File: config.mk
export PLATFORM = sky130hd
export DESIGN_NAME = ubsd_rq
export DESIGN_NICKNAME = d
export VERILOG_FILES = /design/src/hdl/unicode_byte_stream_decoder_defines.svh /design/src/hdl/ubsd_pkg.sv /design/src/hdl/ubsd_rq.sv
export SDC_FILE = /design/constraint.sdc
export NUM_CORES = 1
export LEC_CHECK = 0
export ABC_CLOCK_PERIOD_IN_PS = 17500
export BUFFER_PORTS_ARGS = -buffer_cell sky130_fd_sc_hd__buf_4
export CORE_MARGIN = 2
export CORE_UTILIZATION = 25
export DETAILED_ROUTE_END_ITERATION = 6
export SYNTH_ARGS = -nofsm -noshare
export SYNTH_HDL_FRONTEND = slang
export SYNTH_SLANG_ARGS = --single-unit
File: constraint.sdc
create_clock -name clk -period 17.5 [get_ports clk]
set_input_delay 5.25 -clock clk [delete_from_list [all_inputs] [get_ports clk]]
set_output_delay 5.25 -clock clk [all_outputs]
set_load 0.02 [all_outputs]
File: src/hdl/unicode_byte_stream_decoder_defines.svh
// Assertion macros for the byte stream decoder.
`ifndef UNICODE_BYTE_STREAM_DECODER_DEFINES_SVH
`define UNICODE_BYTE_STREAM_DECODER_DEFINES_SVH

`ifndef SYNTH
`define UBSD_ASSERT_IMM(lbl, ante, cons) \
  lbl: assert property (@(posedge clk) disable iff (!rst_n) (ante) |-> (cons)) \
    else $error("assertion failed");
`define UBSD_ASSERT_NXT(lbl, ante, cons) \
  lbl: assert property (@(posedge clk) disable iff (!rst_n) (ante) |=> (cons)) \
    else $error("assertion failed");
`else
`define UBSD_ASSERT_IMM(lbl, ante, cons)
`define UBSD_ASSERT_NXT(lbl, ante, cons)
`endif

`endif

File: src/hdl/ubsd_pkg.sv
package ubsd_pkg;

  localparam int COUNT_WIDTH_DEF = 16;
  localparam int CFG_ADDR_W      = 3;
  localparam int FIFO_DEPTH      = 4;
  localparam int FIFO_AW         = $clog2(FIFO_DEPTH);

  localparam logic REG_ENCODING_MODE = 1'b0;

  localparam logic [2:0] MODE_UTF8    = 3'd0;
  localparam logic [2:0] MODE_UTF16LE = 3'd1;
  localparam logic [2:0] MODE_UTF16BE = 3'd2;
  localparam logic [2:0] MODE_UTF32LE = 3'd3;
  localparam logic [2:0] MODE_UTF32BE = 3'd4;

  localparam logic KIND_CHAR   = 1'b0;
  localparam logic KIND_STATUS = 1'b1;

  localparam logic [1:0] ST_OK      = 2'd0;
  localparam logic [1:0] ST_TRUNC   = 2'd1;
  localparam logic [1:0] ST_INVALID = 2'd2;

  localparam logic [31:0] CP_LIMIT   = 32'h0011_0000;
  localparam logic [31:0] SURR_FIRST = 32'h0000_D800;
  localparam logic [31:0] SURR_LAST  = 32'h0000_DFFF;
  localparam logic [31:0] SUPP_BASE  = 32'h0001_0000;
  localparam logic [15:0] SURR_MASK  = 16'hFC00;
  localparam logic [15:0] HIGH_SURR  = 16'hD800;
  localparam logic [15:0] LOW_SURR   = 16'hDC00;

  typedef struct packed {
    logic        result_kind;
    logic [31:0] code_point;
    logic [1:0]  status;
    logic [15:0] bytes_read;
    logic [15:0] chars_decoded;
    logic        last_result;
  } result_t;

  typedef struct packed {
    logic [1:0] cnt;
    result_t    r0;
    result_t    r1;
  } push_t;

  typedef struct packed {
    logic       en;
    logic [2:0] mode;
  } cfg_wr_t;

endpackage

File: src/hdl/ubsd_rq.sv
module ubsd_rq
  import ubsd_pkg::*;
(
  input  logic                 clk,
  input  logic                 rst_n,
  input  push_t                push,
  input  logic                 out_ready,
  output logic                 out_valid,
  output result_t              head,
  output logic                 room_two,
  output logic [FIFO_AW:0]     level
);

  result_t              mem [FIFO_DEPTH];
  logic [FIFO_AW-1:0]   wr_ptr_r, wr_ptr_nxt, wr_ptr_inc;
  logic [FIFO_AW-1:0]   rd_ptr_r, rd_ptr_nxt;
  logic [FIFO_AW:0]     level_r, level_nxt;
  logic                 pop;

  assign pop        = out_ready && (level_r != '0);
  assign out_valid  = (level_r != '0);
  assign head       = mem[rd_ptr_r];
  assign room_two   = (level_r <= (FIFO_AW + 1)'(FIFO_DEPTH - 2));
  assign level      = level_r;
  assign wr_ptr_inc = FIFO_AW'(wr_ptr_r + 1'b1);

  always_comb begin
    wr_ptr_nxt = FIFO_AW'(wr_ptr_r + FIFO_AW'(push.cnt));
    rd_ptr_nxt = pop ? FIFO_AW'(rd_ptr_r + 1'b1) : rd_ptr_r;
    level_nxt  = (FIFO_AW + 1)'(level_r + (FIFO_AW + 1)'(push.cnt) - (FIFO_AW + 1)'(pop));
  end

  always_ff @(posedge clk) begin
    if (push.cnt != 2'd0) begin
      mem[wr_ptr_r] <= push.r0;
    end
    if (push.cnt == 2'd2) begin
      mem[wr_ptr_inc] <= push.r1;
    end
  end

  always_ff @(posedge clk) begin
    if (!rst_n) begin
      wr_ptr_r <= '0;
      rd_ptr_r <= '0;
      level_r  <= '0;
    end else begin
      wr_ptr_r <= wr_ptr_nxt;
      rd_ptr_r <= rd_ptr_nxt;
      level_r  <= level_nxt;
    end
  end

endmodule

==> results.py <==
metrics = {
    "outcome": {
        "outcome": "completed",
    },
    "synthesis": {
        "synth_top_area_frac": 0.597,
        "post-synth-top-area-cell": "edfxtp_1",
        "postSynthCellCount": 709,
        "netlist_top_cells_area": "edfxtp_1 60%, mux2_2 18%, mux4_2 11%, mux2_4 3.2%, mux2_1 2.4%",
        "synth_xor_xnor_area_share": 0.00329,
        "yosys.area_share.adder": 0.00512,
        "synth.yosys.seq_area_share": 0.610,
        "synth-simple-area-share": 0.00896,
        "yosys-mux-area-fraction": 0.347,
        "synth_top_family_by_area": "multiplexers",
        "syn_nets": 855,
        "syn-cell-area_um2": 13700,
        "synth-seq-cells": 281,
        "synth_ff_type": "edfxtp_1",
        "post_synth_num_cell_types": 31,
        "yosys_warnings": 0,
        "synth-compound-area-share": 0.00311,
        "synth_edf_count": 272,
        "synth_async_sr_flop_share": 0,
        "syn_area_per_cell_um2": 19.3,
    },
    "routing": {
        "route.vias.total": 7451,
        "firstDrtPassIters": 4,
        "detail_route.drc_violations": 0,
        "vias_per_cell": 4.53,
        "drt-initial-drc-count": 338,
        "ant_nets": 0,
        "routed_wirelength_mm": 35.0,
        "routedWlPerCell_um": 21.3,
    },
    "sta": {
        "slew_viol_final": 0,
        "max-slew-margin-rel": 0.244,
        "setup_repair_after_global_routing_missed_its_margin": "false",
        "worst_pin_slew_ps": 1130,
        "min_period_ps": 8270,
        "finClkSkew_ps": 31.5,
        "totalNegativeSetupSlack_ps": 0,
        "max_freq_mhz": 121,
        "hold_viol_final": 0,
        "report.final.setup_viol": 0,
        "timing.final.crit_share": 0.472,
    },
    "clock_network": {
        "cts_sinks": 281,
        "cts.clk_slew.worst_paths_ps": 50,
        "tritoncts": "built",
        "post_cts_resized": 0,
        "worst_skew_pair.late_latency_ps": 540,
        "cts-buffers-inserted": 36,
        "h-tree-depth": 2,
        "root_buffer": "clkbuf_16",
        "cts_hold_repair.buffers": 0,
        "post_cts.repair.setup_buffers": 0,
        "clock_tree.buffer_depth": 3,
    },
    "place": {
        "post_placement_cell_area_um2": 16000,
        "port-buffer-count": 213,
        "gp_congestion": 0.683,
        "place.detailed.hpwl_mm": 20.4,
    },
    "grt": {
        "grt_first_pass_wirelength_mm": 52.4,
        "via_count_of_the_first_global_routing_pass": 8235,
        "gr-usage-all-layers": 0.125,
        "grt.overflow.total": 0,
        "maximum_number_of_pins_on_one_net_before_global_route_repair": 41,
        "grt_antenna_before_repair": 1,
    },
    "cells_and_area": {
        "drive_gt1_frac": 0.630,
        "layout-area-overhead-vs-synth_pct": 25.1,
        "finish.instance_area_um2": 17100,
        "finish.net_count": 1072,
    },
    "setup_path": {
        "critical_path.max_fanout": 38,
        "criticalPathCategory": "flop to output port",
        "worst-endpoint-arrival_ps": 3020,
        "startpoint_type": "flop",
        "timing.critical_path.to_type": "output port",
        "worst_ep_required_time_ps": 12250,
    },
    "floorplan": {
        "top_level_ports": 214,
        "rows": 85,
        "floorplan.core_area_um2": 54000,
        "initial_utilization": 0.253,
        "design.die.area_um2": 56600,
        "chip_height_um": 238,
        "die_x_extent_um": 238,
    },
    "job": {
        "drv_cap": 0,
    },
    "min_path": {
        "hold_class": "flop to flop",
    },
    "pwr": {
        "max-vdd-ir-drop_mv": 0.0801,
        "p_per_area_nw_per_um2": 122,
        "p_leak_nw": 5.92,
    },
}
## synth_stat cells, types with 2 or more instances
cell,number
mux2_2,214
buf_2,30
clkbuf_1,4
ha_1,4
mux2_4,29
nor2_1,2
mux2_1,29
mux2i_1,4
mux4_2,68
inv_1,7
nand2_1,2
buf_6,8
buf_1,2
and2_1,3
dfxtp_1,9
edfxtp_1,272
nor2b_1,2
xnor3_1,2
o21bai_1,2
buf_4,3
and4bb_1,2
nand2b_1,2
## placed cells by master, fill, tap and decap left out, types with 6 or more instances in the layout
cell,count
inv_1,7
mux4_2,68
clkinv_2,6
mux2_1,29
dfxtp_1,7
mux2_4,29
buf_4,227
edfxtp_1,272
clkbuf_16,37
clkbuf_1,8
mux2_2,214
## logic make-up after synthesis
family | count (synthesis)
mux | 344
xor+xnor | 2
fa+ha+maj | 5
simple gates | 16
flops | 281
buf+inv | 55
compound gates | 6
## worst paths after layout
check,slack (ps),end,start,depth (start not counted)
worst max register to register,14510,mem[2][51],wr_ptr_r[1],3
worst min register to register,480,flop,rd_ptr_r[1],2
worst min-delay path,480,flop,rd_ptr_r[1],2
worst max-delay path,9230,head[3],flop,3
## power by group
part	switching, W	leakage [nW]	total (W)	internal, W
combinational	0.000270	2.77	0.000529	0.000260
clock	0.000279	0.530	0.000695	0.000416
sequential	0.0000424	2.63	0.000871	0.000829
## layer usage
metal	GRT usage	wire length, um
met1	0.160	15300
met2	0.207	17100
met3	0.0330	2000
met4	0.0383	658
met5	0	16
## through the flow
step | util | hold WS, ps | total power [W] | std cells | setup slack (ps)
after global placement | 0.297 | 454 | 0.00142 | 1584 | 9460
after global routing | 0.317 | 527 | 0.00219 | 1644 | 8930
final | 0.317 | 478 | 0.00210 | 1645 | 9230
after floorplan | - | 449 | 0.00121 | 709 | 6640
after detailed placement | 0.297 | 472 | 0.00143 | 1584 | 9470
after CTS | 0.317 | 485 | 0.00214 | 1644 | 9040
## final cells by class
type	count	area, um2
multi-input combinational	373	5070
sequential	281	8360
antenna	1	2.50
inverter	7	26.3
clock inverter	15	138
fill	5313	36900
clock buffer	45	956
timing repair buffer	227	1700
tap	696	871
## registers in the layout, summed over array words and instances (netlist names), named ones only
| name | flops |
|---|---|
| rd_ptr_r | 2 |
| wr_ptr_r | 2 |
| mem | 272 |
| level | 3 |
## critical path, stage by stage, from the launching register on
cell and delay, ps:
dfxtp_4 810, buf_4 830, mux4_2 610, buf_4 190
(Power assumes the default switching activity.)
