--- config.mk ---
export PLATFORM = sky130hd
export DESIGN_NAME = ubsd_core
export DESIGN_NICKNAME = d
export VERILOG_FILES = /design/src/hdl/unicode_byte_stream_decoder_defines.svh /design/src/hdl/ubsd_pkg.sv /design/src/hdl/ubsd_core.sv
export SDC_FILE = /design/constraint.sdc
export NUM_CORES = 1
export LEC_CHECK = 0
export BUFFER_PORTS_ARGS = -buffer_cell sky130_fd_sc_hd__buf_2
export CORE_UTILIZATION = 50
export CTS_CLUSTER_DIAMETER = 200
export DETAILED_ROUTE_END_ITERATION = 8
export PLACE_DENSITY_LB_ADDON = 0.2
export SLEW_MARGIN = 20
export SYNTH_ARGS = -nofsm -noshare
export SYNTH_HDL_FRONTEND = slang
export SYNTH_SLANG_ARGS = --single-unit
--- constraint.sdc ---
create_clock -name clk -period 6.1 [get_ports clk]
set_input_delay 0.61 -clock clk [delete_from_list [all_inputs] [get_ports clk]]
set_output_delay 0.61 -clock clk [all_outputs]
set_load 0.02 [all_outputs]
--- src/hdl/unicode_byte_stream_decoder_defines.svh ---
// Assertion macros for the byte stream decoder.
`ifndef UNICODE_BYTE_STREAM_DECODER_DEFINES_SVH
`define UNICODE_BYTE_STREAM_DECODER_DEFINES_SVH

`ifndef SYNTH
`define UBSD_ASSERT_IMM(lbl, ante, cons) \
  lbl: assert property (@(posedge clk) disable iff (!rst_n) (ante) |-> (cons)) \
    else $error("assertion failed");
`define UBSD_ASSERT_NXT(lbl, ante, cons) \
  lbl: assert property (@(posedge clk) disable iff (!rst_n) (ante) |=> (cons)) \
    else $error("assertion failed");
`else
`define UBSD_ASSERT_IMM(lbl, ante, cons)
`define UBSD_ASSERT_NXT(lbl, ante, cons)
`endif

`endif

--- src/hdl/ubsd_pkg.sv ---
package ubsd_pkg;

  localparam int COUNT_WIDTH_DEF = 16;
  localparam int CFG_ADDR_W      = 3;
  localparam int FIFO_DEPTH      = 4;
  localparam int FIFO_AW         = $clog2(FIFO_DEPTH);

  localparam logic REG_ENCODING_MODE = 1'b0;

  localparam logic [2:0] MODE_UTF8    = 3'd0;
  localparam logic [2:0] MODE_UTF16LE = 3'd1;
  localparam logic [2:0] MODE_UTF16BE = 3'd2;
  localparam logic [2:0] MODE_UTF32LE = 3'd3;
  localparam logic [2:0] MODE_UTF32BE = 3'd4;

  localparam logic KIND_CHAR   = 1'b0;
  localparam logic KIND_STATUS = 1'b1;

  localparam logic [1:0] ST_OK      = 2'd0;
  localparam logic [1:0] ST_TRUNC   = 2'd1;
  localparam logic [1:0] ST_INVALID = 2'd2;

  localparam logic [31:0] CP_LIMIT   = 32'h0011_0000;
  localparam logic [31:0] SURR_FIRST = 32'h0000_D800;
  localparam logic [31:0] SURR_LAST  = 32'h0000_DFFF;
  localparam logic [31:0] SUPP_BASE  = 32'h0001_0000;
  localparam logic [15:0] SURR_MASK  = 16'hFC00;
  localparam logic [15:0] HIGH_SURR  = 16'hD800;
  localparam logic [15:0] LOW_SURR   = 16'hDC00;

  typedef struct packed {
    logic        result_kind;
    logic [31:0] code_point;
    logic [1:0]  status;
    logic [15:0] bytes_read;
    logic [15:0] chars_decoded;
    logic        last_result;
  } result_t;

  typedef struct packed {
    logic [1:0] cnt;
    result_t    r0;
    result_t    r1;
  } push_t;

  typedef struct packed {
    logic       en;
    logic [2:0] mode;
  } cfg_wr_t;

endpackage

--- src/hdl/ubsd_core.sv ---
module ubsd_core
  import ubsd_pkg::*;
#(
  parameter int COUNT_WIDTH = COUNT_WIDTH_DEF
) (
  input  logic       clk,
  input  logic       rst_n,
  input  logic       in_valid,
  output logic       in_ready,
  input  logic [7:0] in_byte,
  input  logic       in_eob,
  input  logic       room_two,
  input  cfg_wr_t    cfg,
  output logic [2:0] mode,
  output push_t      push
);

  logic                   stage_v_r, stage_v_nxt;
  logic [7:0]             byte_r;
  logic                   eob_r;
  logic                   accept, advance;

  logic [2:0]             mode_r, mode_nxt;
  logic [31:0]            acc_r, acc_nxt;
  logic [1:0]             pend_r, pend_nxt;
  logic [2:0]             exp_r, exp_nxt;
  logic [9:0]             hsb_r, hsb_nxt;
  logic                   hsh_r, hsh_nxt;
  logic                   disc_r, disc_nxt;
  logic [COUNT_WIDTH-1:0] rd_r, rd_nxt;
  logic [COUNT_WIDTH-1:0] ch_r, ch_nxt;

  logic                   emit, invalid, ftrunc, trunc;
  logic [31:0]            ch_val, acc_upd;
  logic [2:0]             ch_len, got;
  logic [15:0]            unit;
  result_t                char_res, stat_res;

  function automatic logic [COUNT_WIDTH-1:0] sat_add(input logic [COUNT_WIDTH-1:0] v,
                                                     input logic [2:0] d);
    logic [COUNT_WIDTH:0] s;
    s = {1'b0, v} + {{(COUNT_WIDTH - 2){1'b0}}, d};
    return s[COUNT_WIDTH] ? {COUNT_WIDTH{1'b1}} : s[COUNT_WIDTH-1:0];
  endfunction

  assign accept   = in_valid && in_ready;
  assign advance  = stage_v_r && room_two;
  assign in_ready = !stage_v_r || room_two;
  assign mode     = mode_r;

  always_comb begin
    if (accept) begin
      stage_v_nxt = 1'b1;
    end else if (advance) begin
      stage_v_nxt = 1'b0;
    end else begin
      stage_v_nxt = stage_v_r;
    end
  end

  always_comb begin
    mode_nxt = mode_r;
    acc_nxt  = acc_r;
    pend_nxt = pend_r;
    exp_nxt  = exp_r;
    hsb_nxt  = hsb_r;
    hsh_nxt  = hsh_r;
    disc_nxt = disc_r;
    rd_nxt   = rd_r;
    ch_nxt   = ch_r;
    emit     = 1'b0;
    invalid  = 1'b0;
    ftrunc   = 1'b0;
    trunc    = 1'b0;
    ch_val   = '0;
    ch_len   = '0;
    acc_upd  = '0;
    got      = '0;
    unit     = '0;
    char_res = '0;
    stat_res = '0;
    push     = '0;

    if (advance) begin
      if (disc_r) begin
        if (eob_r) begin
          acc_nxt  = '0;
          pend_nxt = '0;
          exp_nxt  = '0;
          hsb_nxt  = '0;
          hsh_nxt  = 1'b0;
          disc_nxt = 1'b0;
          rd_nxt   = '0;
          ch_nxt   = '0;
        end
      end else begin
        case (mode_r)
          MODE_UTF8: begin
            got     = {1'b0, pend_r} + 3'd1;
            acc_upd = {acc_r[25:0], byte_r[5:0]};
            if (exp_r == 3'd0) begin
              if (byte_r[7] == 1'b0) begin
                emit   = 1'b1;
                ch_val = {24'd0, byte_r};
                ch_len = 3'd1;
              end else if ((byte_r & 8'hE0) == 8'hC0) begin
                acc_nxt  = {27'd0, byte_r[4:0]};
                exp_nxt  = 3'd2;
                pend_nxt = 2'd1;
              end else if ((byte_r & 8'hF0) == 8'hE0) begin
                acc_nxt  = {28'd0, byte_r[3:0]};
                exp_nxt  = 3'd3;
                pend_nxt = 2'd1;
              end else if ((byte_r & 8'hF8) == 8'hF0) begin
                acc_nxt  = {29'd0, byte_r[2:0]};
                exp_nxt  = 3'd4;
                pend_nxt = 2'd1;
              end else begin
                invalid = 1'b1;
              end
            end else if ((byte_r & 8'hC0) != 8'h80) begin
              if (eob_r && (got < exp_r)) begin
                ftrunc = 1'b1;
              end else begin
                invalid = 1'b1;
              end
            end else if (got >= exp_r) begin
              acc_nxt  = '0;
              pend_nxt = '0;
              exp_nxt  = '0;
              hsb_nxt  = '0;
              hsh_nxt  = 1'b0;
              if ((acc_upd >= CP_LIMIT) ||
                  ((acc_upd >= SURR_FIRST) && (acc_upd <= SURR_LAST))) begin
                invalid = 1'b1;
              end else begin
                emit   = 1'b1;
                ch_val = acc_upd;
                ch_len = exp_r;
              end
            end else begin
              acc_nxt  = acc_upd;
              pend_nxt = got[1:0];
            end
          end
          MODE_UTF16LE, MODE_UTF16BE: begin
            if (mode_r == MODE_UTF16LE) begin
              acc_upd = pend_r[0] ? (acc_r | {16'd0, byte_r, 8'd0})
                                  : (acc_r | {24'd0, byte_r});
            end else begin
              acc_upd = {acc_r[23:0], byte_r};
            end
            unit = acc_upd[15:0];
            if (pend_r == 2'd0) begin
              acc_nxt  = acc_upd;
              pend_nxt = 2'd1;
            end else begin
              acc_nxt  = '0;
              pend_nxt = '0;
              if (hsh_r) begin
                hsh_nxt = 1'b0;
                hsb_nxt = '0;
                if ((unit & SURR_MASK) == LOW_SURR) begin
                  emit   = 1'b1;
                  ch_val = {12'd0, hsb_r, unit[9:0]} + SUPP_BASE;
                  ch_len = 3'd4;
                end else begin
                  invalid = 1'b1;
                end
              end else if ((unit & SURR_MASK) == HIGH_SURR) begin
                hsb_nxt = unit[9:0];
                hsh_nxt = 1'b1;
              end else if ((unit & SURR_MASK) == LOW_SURR) begin
                invalid = 1'b1;
              end else begin
                emit   = 1'b1;
                ch_val = {16'd0, unit};
                ch_len = 3'd2;
              end
            end
          end
          MODE_UTF32LE, MODE_UTF32BE: begin
            if (mode_r == MODE_UTF32LE) begin
              acc_upd = acc_r | ({24'd0, byte_r} << {pend_r, 3'b000});
            end else begin
              acc_upd = {acc_r[23:0], byte_r};
            end
            if (pend_r == 2'd3) begin
              acc_nxt  = '0;
              pend_nxt = '0;
              exp_nxt  = '0;
              hsb_nxt  = '0;
              hsh_nxt  = 1'b0;
              emit     = 1'b1;
              ch_val   = acc_upd;
              ch_len   = 3'd4;
            end else begin
              acc_nxt  = acc_upd;
              pend_nxt = 2'(pend_r + 2'd1);
            end
          end
          default: begin
            invalid = 1'b1;
          end
        endcase

        if (emit) begin
          rd_nxt = sat_add(rd_r, ch_len);
          ch_nxt = sat_add(ch_r, 3'd1);
        end

        char_res.result_kind   = KIND_CHAR;
        char_res.code_point    = ch_val;
        char_res.status        = ST_OK;
        char_res.bytes_read    = 16'(rd_nxt);
        char_res.chars_decoded = 16'(ch_nxt);
        char_res.last_result   = !(invalid || eob_r);

        trunc = ftrunc || (pend_nxt != 2'd0) || (exp_nxt != 3'd0) || hsh_nxt;

        stat_res.result_kind   = KIND_STATUS;
        stat_res.code_point    = '0;
        stat_res.status        = invalid ? ST_INVALID : (trunc ? ST_TRUNC : ST_OK);
        stat_res.bytes_read    = 16'(rd_nxt);
        stat_res.chars_decoded = 16'(ch_nxt);
        stat_res.last_result   = 1'b1;

        if (emit) begin
          push.r0  = char_res;
          push.cnt = 2'd1;
          if (invalid || eob_r) begin
            push.r1  = stat_res;
            push.cnt = 2'd2;
          end
        end else if (invalid || eob_r) begin
          push.r0  = stat_res;
          push.cnt = 2'd1;
        end

        if (invalid || eob_r) begin
          acc_nxt  = '0;
          pend_nxt = '0;
          exp_nxt  = '0;
          hsb_nxt  = '0;
          hsh_nxt  = 1'b0;
        end
        if (eob_r) begin
          disc_nxt = 1'b0;
          rd_nxt   = '0;
          ch_nxt   = '0;
        end else if (invalid) begin
          disc_nxt = 1'b1;
        end
      end
    end

    if (cfg.en) begin
      mode_nxt = cfg.mode;
      acc_nxt  = '0;
      pend_nxt = '0;
      exp_nxt  = '0;
      hsb_nxt  = '0;
      hsh_nxt  = 1'b0;
    end
  end

  always_ff @(posedge clk) begin
    if (accept) begin
      byte_r <= in_byte;
      eob_r  <= in_eob;
    end
  end

  always_ff @(posedge clk) begin
    if (!rst_n) begin
      stage_v_r <= 1'b0;
      mode_r    <= MODE_UTF8;
      acc_r     <= '0;
      pend_r    <= '0;
      exp_r     <= '0;
      hsb_r     <= '0;
      hsh_r     <= 1'b0;
      disc_r    <= 1'b0;
      rd_r      <= '0;
      ch_r      <= '0;
    end else begin
      stage_v_r <= stage_v_nxt;
      mode_r    <= mode_nxt;
      acc_r     <= acc_nxt;
      pend_r    <= pend_nxt;
      exp_r     <= exp_nxt;
      hsb_r     <= hsb_nxt;
      hsh_r     <= hsh_nxt;
      disc_r    <= disc_nxt;
      rd_r      <= rd_nxt;
      ch_r      <= ch_nxt;
    end
  end

endmodule
==> results by group, run 1 <==
Worst setup path
  – Worst path required time: 5.49 ns
  – Critical R2R Capture: rd_r[10]$_SDFFE_PN0P_
  – Critical path launch point: pend_r[0]$_SDFFE_PP0P_
  – Crit. End Element: output port
  – Worst EP arrival: 4.93 ns
  – Reg2Reg Depth: 17
  – Worst R2R Setup Slack: 1.49 ns
  – Critical path type: reg2out
  – Worst Setup EP: push[20]
  – CP Launch Type: flop
  – Worst r2r src: pend_r[0]$_SDFFE_PP0P_
  – Max FO, Critical Path: 13

Route
  – Detailed Route WL: 26800 um
  – Routed Antenna Nets: 0
  – Via count: 8871
  – DRC errors left: 0
  – Avg WL per Cell: 19.8 um
  – DRT Pass-1 Iters: 8
  – Initial DRC count: 1271
  – Via density per instance: 6.56

Synth
  – Yosys top cell by area: dfxtp_1
  – Synth warn: 0
  – Avg Cell Area, Syn: 7.24 sq um
  – Post-Synthesis Cells: 1085
  – Distinct cells, synth: 82
  – Cell Area, Synth: 7860 sq um
  – Prevailing post-synth register cell: dfxtp_1
  – Ranking of synthesized cells by area: dfxtp_1, a21oi_1, nor2_1, nand2_1, clkbuf_1
  – Async set-reset flop share out of synthesis: 0%
  – EDFF count, synth: 9
  – #FFs+latches synth: 94
  – Yosys top cell area share: 21.7%
  – Post-synthesis sequential area ratio: 25.1%

Run status
  – Status: finished, final reports clean

Die
  – Core Box Area: 15300 sq um
  – Die height: 127 um
  – FP Rows: 45
  – Die ar.: 16200 sq um
  – Die Width: 127 um
  – IO Count: 159
  – Initial Utilization: 51.5%

Global routing
  – Total global-route track usage: 32.8%
  – GR peak layer: met2
  – Largest net degree at the start of global routing: 52
  – Vias in the first global route: 7659
  – Met1 usage: 47.1%
  – Met2 usage: 48.2%
  – Grt ovf: 0
  – Met3 GRT Util: 6.45%
  – Initial antenna violation count: 0
  – First-pass GRT wire length: 42100 um

Final layout
  – Final Instance Area: 8700 sq um
  – Post-layout net count: 1168
  – Layout cells sized above 1: 17.0%
  – Ant diodes: 0
  – # fillers: 1467
  – Post-layout util: 57.0%
  – Register area: 1970 sq um
  – Layout Area Growth over Synthesis: 10.8%
  – Multi-input logic area: 5290 sq um

CTS
  – CTS root buf: clkbuf_16
  – Clock buffer depth: 2
  – Setup bufs post-CTS: 0
  – Clock sink count: 94
  – CTS Hold Bufs: 0
  – Clock Latency Late Sink: 0.36 ns
  – Post_cts resized: 0
  – CTS buffer count: 9
  – CTS tree: built
  – H-tree depth: 3
  – Clock-pin slew on the worst setup and hold paths: 0.06 ns

STA
  – Total negative slack: 0 ns
  – FMAX: 181 MHz
  – RSZ-0062 raised after global routing: no
  – Hold Fails Final Rpt: 0
  – Setup Viol. Count Final: 0
  – Post-layout min period: 5.54 ns
  – Worst-Margin Slew: 1.19 ns
  – Period utilisation layout: 90.7%
  – Layout Skew: 0.0120 ns
  – Rel. slew slack: 19.8%
  – Max Transition Viols Final: 0
  – Setup WS post-layout: 0.564 ns

Placement
  – Pre-CTS WS: 1.08 ns
  – Placed cell area: 8370 sq um
  – Detail Placement HPWL: 18700 um
  – Routability cong.: 0.965
  – I/O Buffers: 125

Run
  – Max Cap Viol: 0

Pwr
  – Pwr/cell area: 170 nW/um^2
  – Peak VDD IR: 0.153 mV
  – P_leak: 0.00317 uW

Min path
  – HP Start: in_eob
  – Hold WC Path Type: in2reg
==> cells in the mapped netlist, drive strengths merged (14+ instances only) <==
cell type  count
o2bb2ai       22
a22oi         15
a22o          17
nor2         136
o22ai         14
nand2        103
mux2i         27
buf           62
a221oi        24
nand3         45
o21ai         38
dfxtp         85
a21oi        123
a211oi        42
a311oi        14
nor3          27
clkbuf        77
o31ai         18
inv           15
==> report_power, final <==
part	switching, uW	internal [uW]
Sequential	11.6	630
Clock	251	363
Combinational	166	59.4
Total	429	1050
==> routing by layer <==
| metal | vias up | wire length (um) |
|---|---|---|
| met1 | 4106 | 11500 |
| met3 | 73 | 2910 |
| li1 | 4084 | - |
| met5 | - | 0 |
| met4 | 0 | 829 |
| met2 | 608 | 11500 |
==> critical path, cell delays in order (launching register included) <==
cell and delay [ns]:
dfxtp_1 0.37, buf_4 0.21, ha_1 0.21, buf_4 0.18, ha_1 0.32, nand2_1 0.10, o21a_1 0.23, nor3_1 0.48
a21o_1 0.33, o21a_1 0.17, ha_1 0.18, fa_1 0.22, a21oi_1 0.11, nor2b_1 0.32, nand3_1 0.37, nand2_1 0.20
a21oi_1 0.11, a311oi_1 0.26, buf_2 0.21
==> flip-flops by register name, indices dropped and copies added (netlist names) <==
signal	flops
acc_r	32
ch_r	16
rd_r	16
hsb_r	10
byte_r	8
exp_r	3
mode	3
pend_r	2
disc_r	1
eob_r	1
hsh_r	1
stage_v_r	1
==> final cells by class <==
cell class	count	share of cell area (%)
clock buffers	13	3.24
clock inverters	2	0.431
inverters	15	0.647
multi-input cells	869	60.8
flip-flops and latches	94	22.7
well taps	211	3.03
repair buffers	148	9.15
==> logic make-up after synthesis <==
logic type                 Yosys count  synth area share [%]
adders and majority gates           15                  2.45
AOI/OAI and AO/OA                  387                  34.6
DFF                                 94                  25.1
other                                1                0.0477
muxes                               29                  3.73
buffers and inverters              154                  9.36
xor gates and xnor gates             7                 0.780
and+or+nand+nor                    398                  23.9
==> cell usage in the layout (no fill, tap or decap), drive strengths merged, types with 22 or more instances in the layout <==
cell     netlist  final
nand2        103    103
a211oi        42     42
a221oi        24     24
o21ai         38     38
buf           62    148
a21oi        123    123
o2bb2ai       22     22
conb           1     33
dfxtp         85     85
nor2         136    136
mux2i         27     27
nand3         45     45
nor3          27     27
==> worst min-delay path by stage <==
stage | end | slack [ns] | cells after the start
floorplan | acc_r[26]$_SDFFE_PP0P_ | 0.43 | 1
global placement | acc_r[29]$_SDFFE_PP0P_ | 0.45 | 1
detailed placement | acc_r[27]$_SDFFE_PP0P_ | 0.45 | 1
CTS | eob_r$_DFFE_PP_ | 0.42 | 1
global route | byte_r[0]$_DFFE_PP_ | 0.42 | 1
finish | eob_r$_DFFE_PP_ | 0.43 | 1
==> metrics by stage <==
stage               power, uW  hold WS (ns)  instances
finish                   1480         0.428       1352
global route             1520         0.422       1352
CTS                      1480         0.420       1351
detailed placement        871         0.447       1336
global placement          872         0.447       1336
floorplan                 824         0.433       1117
No activity file was read; power rests on OpenSTA's default activity.
==> run 2: changes to the inputs <==
--- a/config.mk
+++ b/config.mk
@@ -9,7 +9,7 @@
 export CORE_UTILIZATION = 50
 export CTS_CLUSTER_DIAMETER = 200
 export DETAILED_ROUTE_END_ITERATION = 8
-export PLACE_DENSITY_LB_ADDON = 0.2
+export PLACE_DENSITY = 0.74
 export SLEW_MARGIN = 20
 export SYNTH_ARGS = -nofsm -noshare
 export SYNTH_HDL_FRONTEND = slang
==> results by group, run 2 (same netlist as run 1, synthesis figures left out) <==
Die
  – Die ar.: 16200 sq um (unchanged)
  – Die Width: 127 um (unchanged)
  – Initial Utilization: 51.5% (unchanged)
  – Die height: 127 um (unchanged)
  – Core Box Area: 15300 sq um (unchanged)
  – IO Count: 159 (unchanged)
  – FP Rows: 45 (unchanged)

Global routing
  – Met2 usage: 48.0% (-0.29 points)
  – Total global-route track usage: 32.3% (-0.49 points)
  – GR peak layer: met2
  – Initial antenna violation count: 0 (unchanged)
  – Met3 GRT Util: 6.41% (-0.042 points)
  – First-pass GRT wire length: 41500 um (-1.3%)
  – Grt ovf: 0 (unchanged)
  – Largest net degree at the start of global routing: 52 (unchanged)
  – Vias in the first global route: 7741 (+1.1%)
  – Met1 usage: 44.8% (-2.4 points)

Worst setup path
  – CP Launch Type: flop
  – Critical path type: reg2out
  – Crit-path slowest cell: dfxtp_2
  – Crit. End Element: output port
  – Worst path required time: 5.49 ns (about the same)
  – Max FO, Critical Path: 19 (+6)
  – Crit path largest cell delay: 0.56 ns (+0.08 ns)
  – Worst EP arrival: 4.96 ns (+0.03 ns)
  – Most frequent CP cell: ha_1
  – Reg2Reg Depth: 13 (-4)
  – Crit-path cells: inv_1 -> ha_1 -> ha_1 -> nand2_1 -> o21a_1 -> nor3_1 -> a21o_1 -> o21a_1 -> ha_1 -> fa_1 -> a21oi_1 -> nor2b_1 -> nand3_1 -> nand2_1 -> a21oi_1 -> a311oi_1 -> buf_2

CTS
  – H-tree depth: 3 (unchanged)
  – CTS buffer count: 9 (unchanged)
  – Clock-pin slew on the worst setup and hold paths: 0.07 ns (about the same)
  – Clock sink count: 94 (unchanged)
  – Clock Latency Late Sink: 0.36 ns (about the same)
  – CTS tree: built
  – CTS root buf: clkbuf_16
  – Post_cts resized: 0 (unchanged)
  – CTS Hold Bufs: 0 (unchanged)
  – Setup bufs post-CTS: 0 (unchanged)
  – Clock buffer depth: 2 (unchanged)

STA
  – Setup Viol. Count Final: 0 (unchanged)
  – RSZ-0062 raised after global routing: no
  – Hold Fails Final Rpt: 0 (unchanged)
  – FMAX: 179 MHz (-0.67%)
  – Post-layout min period: 5.57 ns (+0.0374 ns)
  – Rel. slew slack: 24.1% (+4.3 points)
  – Max Transition Viols Final: 0 (unchanged)
  – Total negative slack: 0 ns (unchanged)
  – Period utilisation layout: 91.4% (+0.61 points)
  – WHS: 0.419 ns (-0.00856 ns)
  – Layout Skew: 0.00946 ns (-0.00258 ns)
  – Worst-Margin Slew: 1.14 ns (-0.0558 ns)

Final layout
  – Most common library cell in the layout ignoring fill and taps: nor2_1
  – Post-layout net count: 1166 (-0.17%)
  – Register name with the most flops: acc_r
  – Multi-input logic area: 5290 sq um (unchanged)
  – Layout Area Growth over Synthesis: 10.1%
  – Biggest regs: acc_r x32, ch_r x16, rd_r x16
  – Commonest cells after routing, fill and taps aside: nor2_1, buf_2, a21oi_1, nand2_1, dfxtp_1
  – Max FFs per register: 32 (unchanged)
  – Ant diodes: 0 (unchanged)
  – Layout cells sized above 1: 17.1% (+0.10 points)
  – Register area: 1970 sq um (about the same)
  – # fillers: 1486 (+1.3%)

Route
  – Via count: 8891 (+0.23%)
  – Detailed Route WL: 26300 um (-1.6%)
  – DRT Pass-1 Iters: 5 (-3)
  – Via density per instance: 6.58 (+0.30%)
  – Avg WL per Cell: 19.5 um (-1.5%)
  – Initial DRC count: 1031 (-19%)
  – DRC errors left: 0 (unchanged)
  – Routed Antenna Nets: 0 (unchanged)

Run
  – Max Cap Viol: 0 (unchanged)

Pwr
  – P_leak: 0.00314 uW (-0.96%)
  – Pwr/cell area: 164 nW/um^2 (-3.6%)
  – Peak VDD IR: 0.145 mV (-5.0%)

Run status
  – Status: finished, final reports clean

Placement
  – I/O Buffers: 125 (unchanged)
  – Routability cong.: 0.980 (+1.6%)
  – Detail Placement HPWL: 18400 um (-1.7%)

Min path
  – Hold WC Path Type: in2reg
  – Hold Path Depth: 1 (unchanged)
run 2: changes by cell type in the layout (fill, tap and decap cells not counted), sizes merged:
cell and delta:
clkinvlp +1, inv +3, clkinv +2, buf -2, bufinv -1, clkbuf -4
run 2: metal layers:
layer,up-vias,share of wire (%)
met5,-,0
met4,0,4.0
met3,85,10
met2,578,43
met1,4146,42
li1,4082,-
run 2: area by class of cell:
type | count | share of cell area [%]
flip-flops and latches | 94 | 22.8
clock inverters | 7 | 0.651
clock buffers | 9 | 2.60
multi-input cells | 869 | 61.2
inverters | 15 | 0.651
repair buffers | 146 | 9.05
well taps | 211 | 3.05
run 2: worst max-delay path, delay by kind of cell (launching register included):
kind            cells  cell delay [ns]
compound gates      6             1.18
fa+ha+maj           4             1.04
buf+inv             2             0.36
flops               1             0.56
simple gates        5             1.45
run 2: report_power, final:
| group | switching (uW) | internal [uW] | leakage, uW |
|---|---|---|---|
| sequential | 9.62 | 629 | 0.000773 |
| clock | 275 | 281 | 0.000133 |
| combinational | 166 | 58.4 | 0.00224 |
| total | 451 | 969 | 0.00314 |
run 2: path summary, 6_finish.rpt:
path / endpoint / slack (ns) / startpoint
worst max-delay path: push[20] / 0.53 / pend_r[0]$_SDFFE_PP0P_
worst min register to register: acc_r[31]$_SDFFE_PP0P_ / 0.47 / acc_r[31]$_SDFFE_PP0P_
worst min-delay path: byte_r[1]$_DFFE_PP_ / 0.42 / in_byte[1]
worst max register to register: rd_r[10]$_SDFFE_PN0P_ / 1.55 / acc_r[10]$_SDFFE_PP0P_
run 2: through the flow:
| stage | cell area (sq um) | cells | setup slack (ns) | util (%) | total power [uW] |
|---|---|---|---|---|---|
| finish | 8650 | 1351 | 0.527 | 56.7 | 1420 |
| global placement | 8370 | 1335 | 0.917 | 54.8 | 869 |
| CTS | 8650 | 1351 | 0.335 | 56.7 | 1420 |
| floorplan | 7980 | 1117 | 1.16 | - | 824 |
| detailed placement | 8370 | 1335 | 0.755 | 54.8 | 869 |
| global route | 8650 | 1351 | 0.171 | 56.7 | 1460 |
